<file path="src/design/tgp_pkg.sv">
`default_nettype none

package tgp_pkg;

   // command codes of the request channel
   localparam logic [1:0] CMD_BEGIN  = 2'd0;
   localparam logic [1:0] CMD_APPEND = 2'd1;
   localparam logic [1:0] CMD_QUERY  = 2'd2;

   // segment kinds of the response channel
   localparam logic OP_MATCH  = 1'b0;
   localparam logic OP_INTRON = 1'b1;

   // field widths
   localparam int CMD_W      = 2;
   localparam int COORD_W    = 32;
   localparam int OFFSET_W   = 31;
   localparam int LEN_W      = 16;
   localparam int SEG_W      = 32;
   localparam int POS_W      = 33;
   localparam int SPAN_W     = 32;
   localparam int SPAN_ACC_W = 34;

   // controller to datapath
   typedef struct packed {
      logic do_begin;
      logic do_append;
      logic do_query;
      logic walk_step;
      logic emit_init;
      logic emit_gap;
      logic emit_match;
      logic emit_empty;
   } tgp_cmd_type;

   // datapath to controller
   typedef struct packed {
      logic walk_done;
      logic busy;
      logic blk_none;
      logic blk_one;
      logic out_free;
   } tgp_status_type;

endpackage

`default_nettype wire

</file>
<file path="src/design/tgp_ctrl.sv">
`default_nettype none

module tgp_ctrl
   import tgp_pkg::*;
(
   input  logic             clock,
   input  logic             reset,
   input  logic             req_valid,
   input  logic [CMD_W-1:0] req_cmd,
   output logic             req_ready,
   input  tgp_status_type   status,
   output tgp_cmd_type      command
);

   typedef enum logic [5:0] {
      S_IDLE  = 6'b000001,
      S_WALK  = 6'b000010,
      S_DRAIN = 6'b000100,
      S_MATCH = 6'b001000,
      S_GAP   = 6'b010000,
      S_EMPTY = 6'b100000
   } state_type;

   state_type state_ff, state_in;

   // next state and commands
   always_comb begin
      state_in  = state_ff;
      command   = '0;
      req_ready = 1'b0;
      unique case (state_ff)
         S_IDLE: begin
            req_ready = 1'b1;
            if (req_valid) begin
               unique case (req_cmd)
                  CMD_BEGIN:  command.do_begin  = 1'b1;
                  CMD_APPEND: command.do_append = 1'b1;
                  CMD_QUERY: begin
                     command.do_query = 1'b1;
                     state_in         = S_WALK;
                  end
                  default: ;
               endcase
            end
         end
         S_WALK: begin
            if (status.walk_done) begin
               state_in = S_DRAIN;
            end else begin
               command.walk_step = 1'b1;
            end
         end
         S_DRAIN: begin
            if (!status.busy) begin
               if (status.blk_none) begin
                  state_in = S_EMPTY;
               end else begin
                  command.emit_init = 1'b1;
                  state_in          = S_MATCH;
               end
            end
         end
         S_MATCH: begin
            if (status.out_free) begin
               command.emit_match = 1'b1;
               state_in           = status.blk_one ? S_IDLE : S_GAP;
            end
         end
         S_GAP: begin
            if (status.out_free) begin
               command.emit_gap = 1'b1;
               state_in         = S_MATCH;
            end
         end
         S_EMPTY: begin
            if (status.out_free) begin
               command.emit_empty = 1'b1;
               state_in           = S_IDLE;
            end
         end
         default: state_in = S_IDLE;
      endcase
   end

   // state register
   always_ff @(posedge clock) begin
      if (reset) begin
         state_ff <= S_IDLE;
      end else begin
         state_ff <= state_in;
      end
   end

endmodule

`default_nettype wire

</file>
<file path="config.mk">
export PLATFORM = sky130hd
export DESIGN_NAME = tgp_ctrl
export DESIGN_NICKNAME = d
export VERILOG_FILES = /design/src/design/tgp_pkg.sv /design/src/design/tgp_ctrl.sv
export SDC_FILE = /design/constraint.sdc
export NUM_CORES = 1
export LEC_CHECK = 0
export ABC_AREA = 1
export BUFFER_PORTS_ARGS = -buffer_cell sky130_fd_sc_hd__buf_2
export CORE_AREA = 2 2 39 41
export DETAILED_ROUTE_END_ITERATION = 12
export DIE_AREA = 0 0 41 43
export GPL_ROUTABILITY_DRIVEN = 0
export GPL_TIMING_DRIVEN = 0
export SYNTH_ARGS = -nofsm -noshare
export SYNTH_HDL_FRONTEND = slang
export SYNTH_SLANG_ARGS = --single-unit
</file>
<file path="constraint.sdc">
create_clock -name clock -period 3.2 [get_ports clock]
set_input_delay 0.32 -clock clock [delete_from_list [all_inputs] [get_ports clock]]
set_output_delay 0.32 -clock clock [all_outputs]
set_load 0.01 [all_outputs]
</file>
## After elaboration in Yosys (flattened, before gate mapping)

Cells that the tools add are included.
Widths: inputs -> output; s select.

- Bits in registers: 6
- Input port bits: 10
- Word-level logic and storage cells: 43

- Eq/ne operators: 15
- Mux-type cells: 25
- Reductions and logical operators: 2

Operator list:

| cell | count |
|---|---|
| $mux 6 | 8 |
| $pmux 6 s6 | 1 |
| $mux 1 | 13 |
| $ne 2x2->1 const B | 6 |
| $reduce_and 7->1 | 1 |
| $eq 6x1->1 const B | 1 |
| $eq 6x2->1 const B | 1 |
| $eq 6x3->1 const B | 1 |
| $eq 6x4->1 const B | 1 |
| $eq 6x5->1 const B | 1 |
| $eq 6x6->1 const B | 1 |
| $mux 3 | 2 |
| $mux 5 | 1 |
| $eq 2x1->1 const B | 1 |
| $eq 2x2->1 const B | 1 |
| $logic_not 2->1 | 1 |
| $ne 2x1->1 const B | 1 |

## Logic depth before layout (Yosys ltp)

Gate-level depths: netlist of the first run.

- Depth after elaboration: 4
- Gate-level depth with buffers: 8
- Gate-level depth less buffers: 8

## Worst setup path after synthesis of the first run

No wires, ideal clock.

- Path type: register to output
- From: reg state_ff[2]
- To: out command[6] (netlist name)
- Arrival time: 1.066 ns
- Data required time: 2.880 ns
- Setup slack: 1.814 ns
- Stages on the path, launching flop included: 4
- Cell sequence: dfxtp_1 nor2_2 nand3_1 nor4_1

RTL lines:

| what | line | RTL |
|---|---|---|
| from (decl) | tgp_ctrl.sv:24 | `state_type state_ff, state_in;` |
| from (signal assigned) | tgp_ctrl.sv:90 | `state_ff <= state_in;` |
| to (decl) | tgp_ctrl.sv:12 | `output tgp_cmd_type command` |

==> impl_metrics.ini, run 1 <==
[setup_path]
crit_type = register to primary output
path_buf_inv = 1
crit_slowest_cell = dfxtp_1
reg2reg_slack_ns = 1.89
cp-end-kind = primary output
r2r-start = state_ff[2]
worstReg2RegEnd = state_ff[5]
cp_max_fo = 6
cp.depth = 4
max_stage_delay_ns = 0.34
worstPathArrival_ns = 1.43
critical_path.top_delay_family = simple AND/OR/NAND/NOR gates
crit_path_start_kind = register
required_ns = 2.88
startpoint = state_ff[2]
cp-endpoint = command[7]
reg2reg_depth = 6
crit_chain = nor2_2, nand3_1, nor4_1, buf_2

[cells_and_area]
area_growth_pct = 27.6
layout_common_cells = 18 x nor2_1, 18 x buf_2, 13 x inv_1
regMostFlops = state_ff
finalNonFillerCells = 116
top_regs = state_ff: 6 flops
largest_reg_flops = 6
nNetsFinal = 112
drive_gt1_share_pct = 27.0
regArea_um2 = 120
fillers = 162
diodes = 0
multi_input_area_um2 = 312

[drt]
viasPerCell = 5.01
drt-initial-drc-count = 18
drc_errors = 0
drtPass1Iterations = 5
totalWireLength_mm = 1.21
num_vias = 581
wl_per_cell_um = 10.4
antenna_left = 0

[floorplanning]
core_um2 = 1380
io_pins = 19
rows = 14
dieArea_um2 = 1760
start_util_pct = 34.7
die_w_um = 41
die_y_um = 43

[clock_network]
cts_resized = 0
cts-root-buf = clkbuf_4
h-tree-depth = 1
clkLatencyLatePin_ns = 0.25
clk_pin_slew_ns = 0.05
cts-hold-fix-buffers = 0
clock_sinks = 6
numCtsBuffers = 3
clockBufferDepth = 2
cts_setup_buffers = 0
cts_tree = done

[pwr]
p_switching_w = 0.000303
irDropWorstVdd_mv = 0.449
p_sw_share_pct = 52.0
seqPwrFrac_pct = 24.1
pwr-share-comb_pct = 63.6
internal_power_w = 0.000280
leakage_nw = 0.354
power_density_nw_per_um2 = 952
power_frac_clock_pct = 12.3

[synthesis]
yosysSeqAreaShare_pct = 25.0
synth_top_area_share_pct = 25.0
ys_seq_elements = 6
synth.avg_cell_area_um2 = 6.08
ys_warn_count = 0
synth.distinct_cells = 15
netlist_area_um2 = 480
yosys.area.top_type = dfxtp_1
syn_inst = 79
synth_area_leaders = dfxtp_1 25%, nor2_1 14%, nand3_1 10%, inv_1 10%, nand4_1 9.1%
syn_nets = 89

[sta]
setup-tns-final_ns = 0
fmax_mhz = 571
drv_slew = 0
fin_crit_ns = 1.75
setup_viol = 0
grt_setup_unrepaired = no
finClkSkew_ns = 0.00474
max_slew_margin_pct = 82.6
worst_slew_pin_slew_ns = 0.260
hold_viol = 0
period_share_pct = 54.7
layout_setup_ws_ns = 1.45

[global_route]
grt_pass1_wl_mm = 1.91
antenna_found_initial = 0
grt_usage_pct = 16.3
grt_overflow_total = 0
grt_pass1_vias = 487
grt_max_degree = 11

[outcome]
status = complete, no violations

[flow_run]
cap_violations = 0

[placed_design]
place_ws_ns = 1.72
placed_cells = 113
numPortBuffers = 18
hpwl_um = 916

[hold_path]
hold_class = input pin to register
-- logic make-up (layout without fill, tap and decap cells) --
family	Yosys count	count (layout)	share of synthesized area, %
AND/OR/NAND/NOR	53	53	57.0
buffers and inverters	13	34	10.2
flip-flops	6	6	25.0
AO/OA/AOI/OAI	7	7	7.81
-- per-layer routing --
metal  routed length (µm)  share of wire [%]  global-route usage, %
met4                    0                  0                   4.00
met1                  512                 42                   18.1
met2                  589                 49                   26.6
met5                    0                  0                      0
met3                  106                8.8                   7.85
-- how the worst min path moves through the flow --
stage,from,end,slack (ns),cells after the start
after floorplan,reset,state_ff[1],0.39,1
after global placement,reset,state_ff[1],0.52,2
after detailed placement,reset,state_ff[1],0.52,2
after CTS,reset,state_ff[1],0.25,2
after global routing,reset,state_ff[1],0.26,2
final,reset,state_ff[1],0.26,2
-- area by class of cell --
class,count,share of cell area (%)
Multi-Input combinational cell,60,50.8
Sequential cell,6,19.6
Timing Repair Buffer,18,14.7
Inverter,13,7.96
Clock buffer,3,3.67
Tap cell,16,3.27
-- stage by stage --
step / util [%] / power (W) / cell area [µm²] / hold WS [ns]
6_report: 44.3 / 0.000583 / 613 / 0.260
5_1_grt: 44.3 / 0.000651 / 613 / 0.263
4_1_cts: 44.3 / 0.000592 / 613 / 0.250
3_5_place_dp: 42.7 / 0.000513 / 591 / 0.517
3_3_place_gp: 42.7 / 0.000510 / 591 / 0.518
2_1_floorplan: - / 0.000430 / 480 / 0.392
-- power groups by stage --
stage / logic (W) / clock network [W] / registers (W)
2_1_floorplan: 0.000294 / 0 / 0.000136
3_3_place_gp: 0.000370 / 0 / 0.000140
3_5_place_dp: 0.000372 / 0 / 0.000141
4_1_cts: 0.000375 / 0.0000767 / 0.000141
5_1_grt: 0.000427 / 0.0000782 / 0.000145
6_report: 0.000371 / 0.0000718 / 0.000141
-- synthesized netlist by cell type --
master / instances
nor2_1: 18
inv_1: 13
nand3_1: 10
nand2_1: 9
nand4_1: 7
dfxtp_1: 6
a21oi_1: 5
nor2_4: 3
nor4_1: 2
nand2_4: 1
nand3_2: 1
nor2_2: 1
nor3_1: 1
o21a_1: 1
o21ai_1: 1
(Power assumes the default switching activity.)
==> run 2, diff against run 1 <==
- clock period: 3.2 -> 1.6 ns (I/O delays scaled with it)
==> run 2 against run 1 <==
Final cell count rose by 1.7%. Total power rose by 120%. Sequential power rose by 110%. Worst setup slack got worse by 1.3 ns. Global-route usage did not move. Count of clock-buffer cells in the layout did not move. Flip-flop and latch count did not move. Critical path depth did not move. Largest cell class unchanged.
==> impl_metrics.ini, run 2 (synthesis results as in run 1) <==
[outcome]
status = complete, no violations

[cells_and_area]
regMostFlops = state_ff
layout_common_cells = 18 x nor2_1, 18 x buf_2, 13 x inv_1
multi_input_area_um2 = 328
nNetsFinal = 114
diodes = 0
regArea_um2 = 123
top_regs = state_ff: 6 flops
area_growth_pct = 34.6
drive_gt1_share_pct = 32.4
largest_reg_flops = 6
fillers = 161
finalNonFillerCells = 118

[floorplanning]
start_util_pct = 34.7
dieArea_um2 = 1760
rows = 14
die_y_um = 43
io_pins = 19
core_um2 = 1380
die_w_um = 41

[hold_path]
min_path_cells = 2
hp-start = reset
whs_endpoint = state_ff[1]
hold_class = input pin to register

[global_route]
grt_pass1_wl_mm = 1.91
grt_overflow_total = 0
grt_pass1_vias = 485
antenna_found_initial = 0
grt_max_degree = 11
grt_usage_pct = 16.3

[drt]
totalWireLength_mm = 1.23
drc_errors = 0
num_vias = 583
wl_per_cell_um = 10.4
viasPerCell = 4.94
drt-initial-drc-count = 8
drtPass1Iterations = 4
antenna_left = 0

[sta]
max_slew_margin_pct = 85.8
fmax_mhz = 668
period_share_pct = 93.5
drv_slew = 0
layout_setup_ws_ns = 0.103
hold_viol = 0
fin_crit_ns = 1.50
setup_viol = 0
grt_setup_unrepaired = no
worst_slew_pin_slew_ns = 0.211
setup-tns-final_ns = 0
finClkSkew_ns = 0.00501

[setup_path]
r2r-start = state_ff[5]
crit_chain = nor2_4, nand3_2, nor4_1, buf_2
cp_max_fo = 8
crit_type = register to primary output
cp-end-kind = primary output
max_stage_delay_ns = 0.35
worstReg2RegEnd = state_ff[3]
reg2reg_slack_ns = 0.22
required_ns = 1.44
reg2reg_depth = 8
worstPathArrival_ns = 1.34
crit_slowest_cell = dfxtp_1
crit_path_start_kind = register

[clock_network]
clockBufferDepth = 2
h-tree-depth = 1
cts_tree = done
numCtsBuffers = 3
clk_pin_slew_ns = 0.05
clock_sinks = 6
cts-root-buf = clkbuf_4
clkLatencyLatePin_ns = 0.25

[placed_design]
placed_cells = 113
hpwl_um = 916
numPortBuffers = 18
place_ws_ns = 0.280

[flow_run]
cap_violations = 0

[pwr]
power_density_nw_per_um2 = 1950
irDropWorstVdd_mv = 0.970
leakage_nw = 0.368
run 2: changes by cell type in the layout (fill, tap and decap cells not counted):
cell	previous run	this run
buf_4	0	2
dfxtp_1	6	4
dfxtp_2	0	2
nand3_1	10	9
nand3_2	1	2
nor2_2	1	0
nor2_4	3	4
nor4_1	2	1
nor4_2	0	1
run 2: metal layers:
metal,GRT usage [%],wire (µm)
met3,7.85,88
met5,0,0
met1,18.1,526
met4,4.00,10
met2,26.6,600
run 2: worst max path at each step:
stage	startpoint	to	cells past startpoint	slack (ns)
6_report	state_ff[5]	command[7]	4	0.10
5_1_grt	state_ff[0]	command[7]	5	0.002
4_1_cts	state_ff[5]	command[7]	4	0.05
3_5_place_dp	state_ff[2]	command[7]	4	0.28
3_3_place_gp	state_ff[2]	command[7]	4	0.29
2_1_floorplan	state_ff[2]	command[6]	3	0.37
run 2: report_power, final:
| part | switching [W] | internal, W |
|---|---|---|
| registers | 0.0000780 | 0.000216 |
| logic | 0.000503 | 0.000318 |
| clock network | 0.0000626 | 0.0000854 |
run 2: critical path: cells and delay by family, from the launching register on:
kind                   cells  cell delay, ns
AND/OR/NAND/NOR            3            0.55
flip-flops                 1            0.35
buffers and inverters      1            0.17
run 2: layout make-up:
cell class / count / area share, %
sequential: 6 / 19.0
multi-input combinational: 60 / 50.7
inverter: 13 / 7.54
clock buffer: 3 / 3.48
tap: 16 / 3.09
timing repair buffer: 20 / 16.2
run 2: metrics by stage:
stage / hold WS (ns) / total power [W] / area [µm²] / util [%]
after floorplan: 0.232 / 0.000859 / 480 / -
after global placement: 0.358 / 0.00102 / 591 / 42.7
after detailed placement: 0.357 / 0.00103 / 591 / 42.7
after CTS: 0.0899 / 0.00120 / 618 / 44.7
after global routing: 0.0972 / 0.00140 / 647 / 46.7
final: 0.0885 / 0.00126 / 647 / 46.7
run 2: repair_timing:
action / in CTS / in global routing
resized for setup: 1 / 4
hold buffers: 0 / 0
setup buffers: 0 / 2
endpoints found under the setup margin: 1 / 4
pin swaps: 0 / 1
==> run 3, diff against run 2 <==
- CELL_PAD_IN_SITES_DETAIL_PLACEMENT: default -> 0
- CELL_PAD_IN_SITES_GLOBAL_PLACEMENT: default -> 1
- CORE_AREA: 2 2 39 41 -> default
- CORE_ASPECT_RATIO: default -> 1.25
- CORE_UTILIZATION: default -> 27
- DIE_AREA: 0 0 41 43 -> default
- PLACE_DENSITY_LB_ADDON: default -> 0.1
==> run 3 against run 2 <==
First-iteration DRC count increased by 75%. Global-route usage shrank 2.8 points. Maximum frequency is 1.2% lower. Via count fell by 1.7%. Core utilization is 7.9 points lower.
==> impl_metrics.ini, run 3 (synthesis results as in run 1) <==
[outcome]
status = complete, no violations

[pwr]
power_density_nw_per_um2 = 1930
leakage_nw = 0.359
irDropWorstVdd_mv = 0.838

[setup_path]
crit_path_start_kind = register
crit_chain = nor2_4, nand3_2, nor4_1, buf_2
reg2reg_slack_ns = 0.32
required_ns = 1.44
cp-end-kind = primary output
worstPathArrival_ns = 1.35
critical_path.top_delay_family = simple AND/OR/NAND/NOR gates
max_stage_delay_ns = 0.34
crit_slowest_cell = dfxtp_1
path_buf_inv = 1
worstReg2RegEnd = state_ff[4]
crit_type = register to primary output
cp_max_fo = 10
r2r-start = state_ff[5]
reg2reg_depth = 7

[sta]
drv_slew = 0
layout_setup_ws_ns = 0.0852
worst_slew_pin_slew_ns = 0.242
period_share_pct = 94.7
fmax_mhz = 660
finClkSkew_ns = 0.00526
setup_viol = 0
fin_crit_ns = 1.51
hold_viol = 0
max_slew_margin_pct = 83.8
grt_setup_unrepaired = yes

[cells_and_area]
layout_common_cells = 18 x buf_2, 17 x nor2_1, 13 x inv_1
post-route-cell-area_um2 = 631
drive_gt1_share_pct = 31.0
final_common_cell = buf_2
final_util_pct = 38.9
largest_reg_flops = 6
regMostFlops = state_ff
finalNonFillerCells = 118
top_regs = state_ff: 6 flops
nNetsFinal = 112
diodes = 0
area_growth_pct = 31.2

[flow_run]
cap_violations = 0

[global_route]
grt_overflow_total = 0
antenna_found_initial = 0
grt_pass1_wl_mm = 1.84
grt_usage_pct = 13.5
grt_pass1_vias = 460
grt_max_degree = 11

[clock_network]
clkLatencyLatePin_ns = 0.25
clock_sinks = 6
cts-hold-fix-buffers = 0
clk_pin_slew_ns = 0.05
h-tree-depth = 1
numCtsBuffers = 3
cts-root-buf = clkbuf_4
cts_tree = done
clockBufferDepth = 2

[drt]
wl_met1_um = 579
drtPass1Iterations = 4
met2_length_um = 591
met3_length_um = 61
num_vias = 573
drt-initial-drc-count = 14
top_layer = met4
antenna_left = 0
drc_errors = 0
totalWireLength_mm = 1.25
wl_per_cell_um = 10.6
viasPerCell = 4.86

[placed_design]
numPortBuffers = 18
placed_cells = 115
dpl_cell_area_um2 = 593
hpwl_um = 992
place_ws_ns = 0.237

[floorplanning]
rows = 16
io_pins = 19
die_y_um = 49.2
core_um2 = 1620
die_w_um = 39.7
dieArea_um2 = 1950
start_util_pct = 29.6

[hold_path]
min_path_cells = 2
hp-start = reset
whs_endpoint = state_ff[1]
hold_class = input pin to register
run 3: changes by cell type in the layout (fill, tap and decap cells not counted):
cell	before	now
nor4_1	1	2
nor2_1	18	17
nor4_2	1	0
nor2_2	0	1
buf_4	2	0
run 3: worst max path at each step:
stage	from	endpoint	slack, ns	cells past startpoint
final	state_ff[4]	command[6]	0.09	4
after global routing	state_ff[5]	command[6]	-0.01	4
after CTS	state_ff[4]	command[6]	0.01	4
after detailed placement	state_ff[2]	command[6]	0.24	4
after global placement	state_ff[2]	command[6]	0.27	4
after floorplan	state_ff[2]	command[6]	0.37	3
run 3: timing repair:
action	4_1_cts	5_1_grt
setup buffers	0	0
resized for setup	1	4
setup endpoints to repair	2	5
cloned	0	0
run 3: area by class of cell:
cell class                 instances  area (µm²)
fill                             195         991
sequential                         6         123
tap                               18        22.5
clock buffer                       3        22.5
inverter                          13        48.8
multi-input combinational         60         324
timing repair buffer              18        90.1
run 3: worst register-to-register path: stages (launching register included):
cell     delay, ns
dfxtp_1       0.41
nor2_4        0.10
nand4_1       0.12
nand2_1       0.10
nor2_4        0.23
nand3_1       0.10
nand2_1       0.07
nor2_1        0.04
run 3: metrics by stage:
stage                     total power (W)  TNS, ns  hold slack, ns
after CTS                         0.00121        0          0.0964
after global placement            0.00104        0           0.361
after detailed placement          0.00105        0           0.359
after global routing              0.00135  -0.0100           0.107
final                             0.00121        0           0.104
after floorplan                  0.000859        0           0.232
run 3: power by group:
part / switching (W) / internal (W)
Clock: 0.0000598 / 0.0000852
Sequential: 0.0000773 / 0.000216
Combinational: 0.000497 / 0.000279
Total: 0.000634 / 0.000581
run 3: per-layer routing:
layer	vias to the layer above	global-route usage, %
met2	18	20.5
met5	-	0
met1	247	17.4
met3	2	2.74
met4	0	6.90
li1	306	-
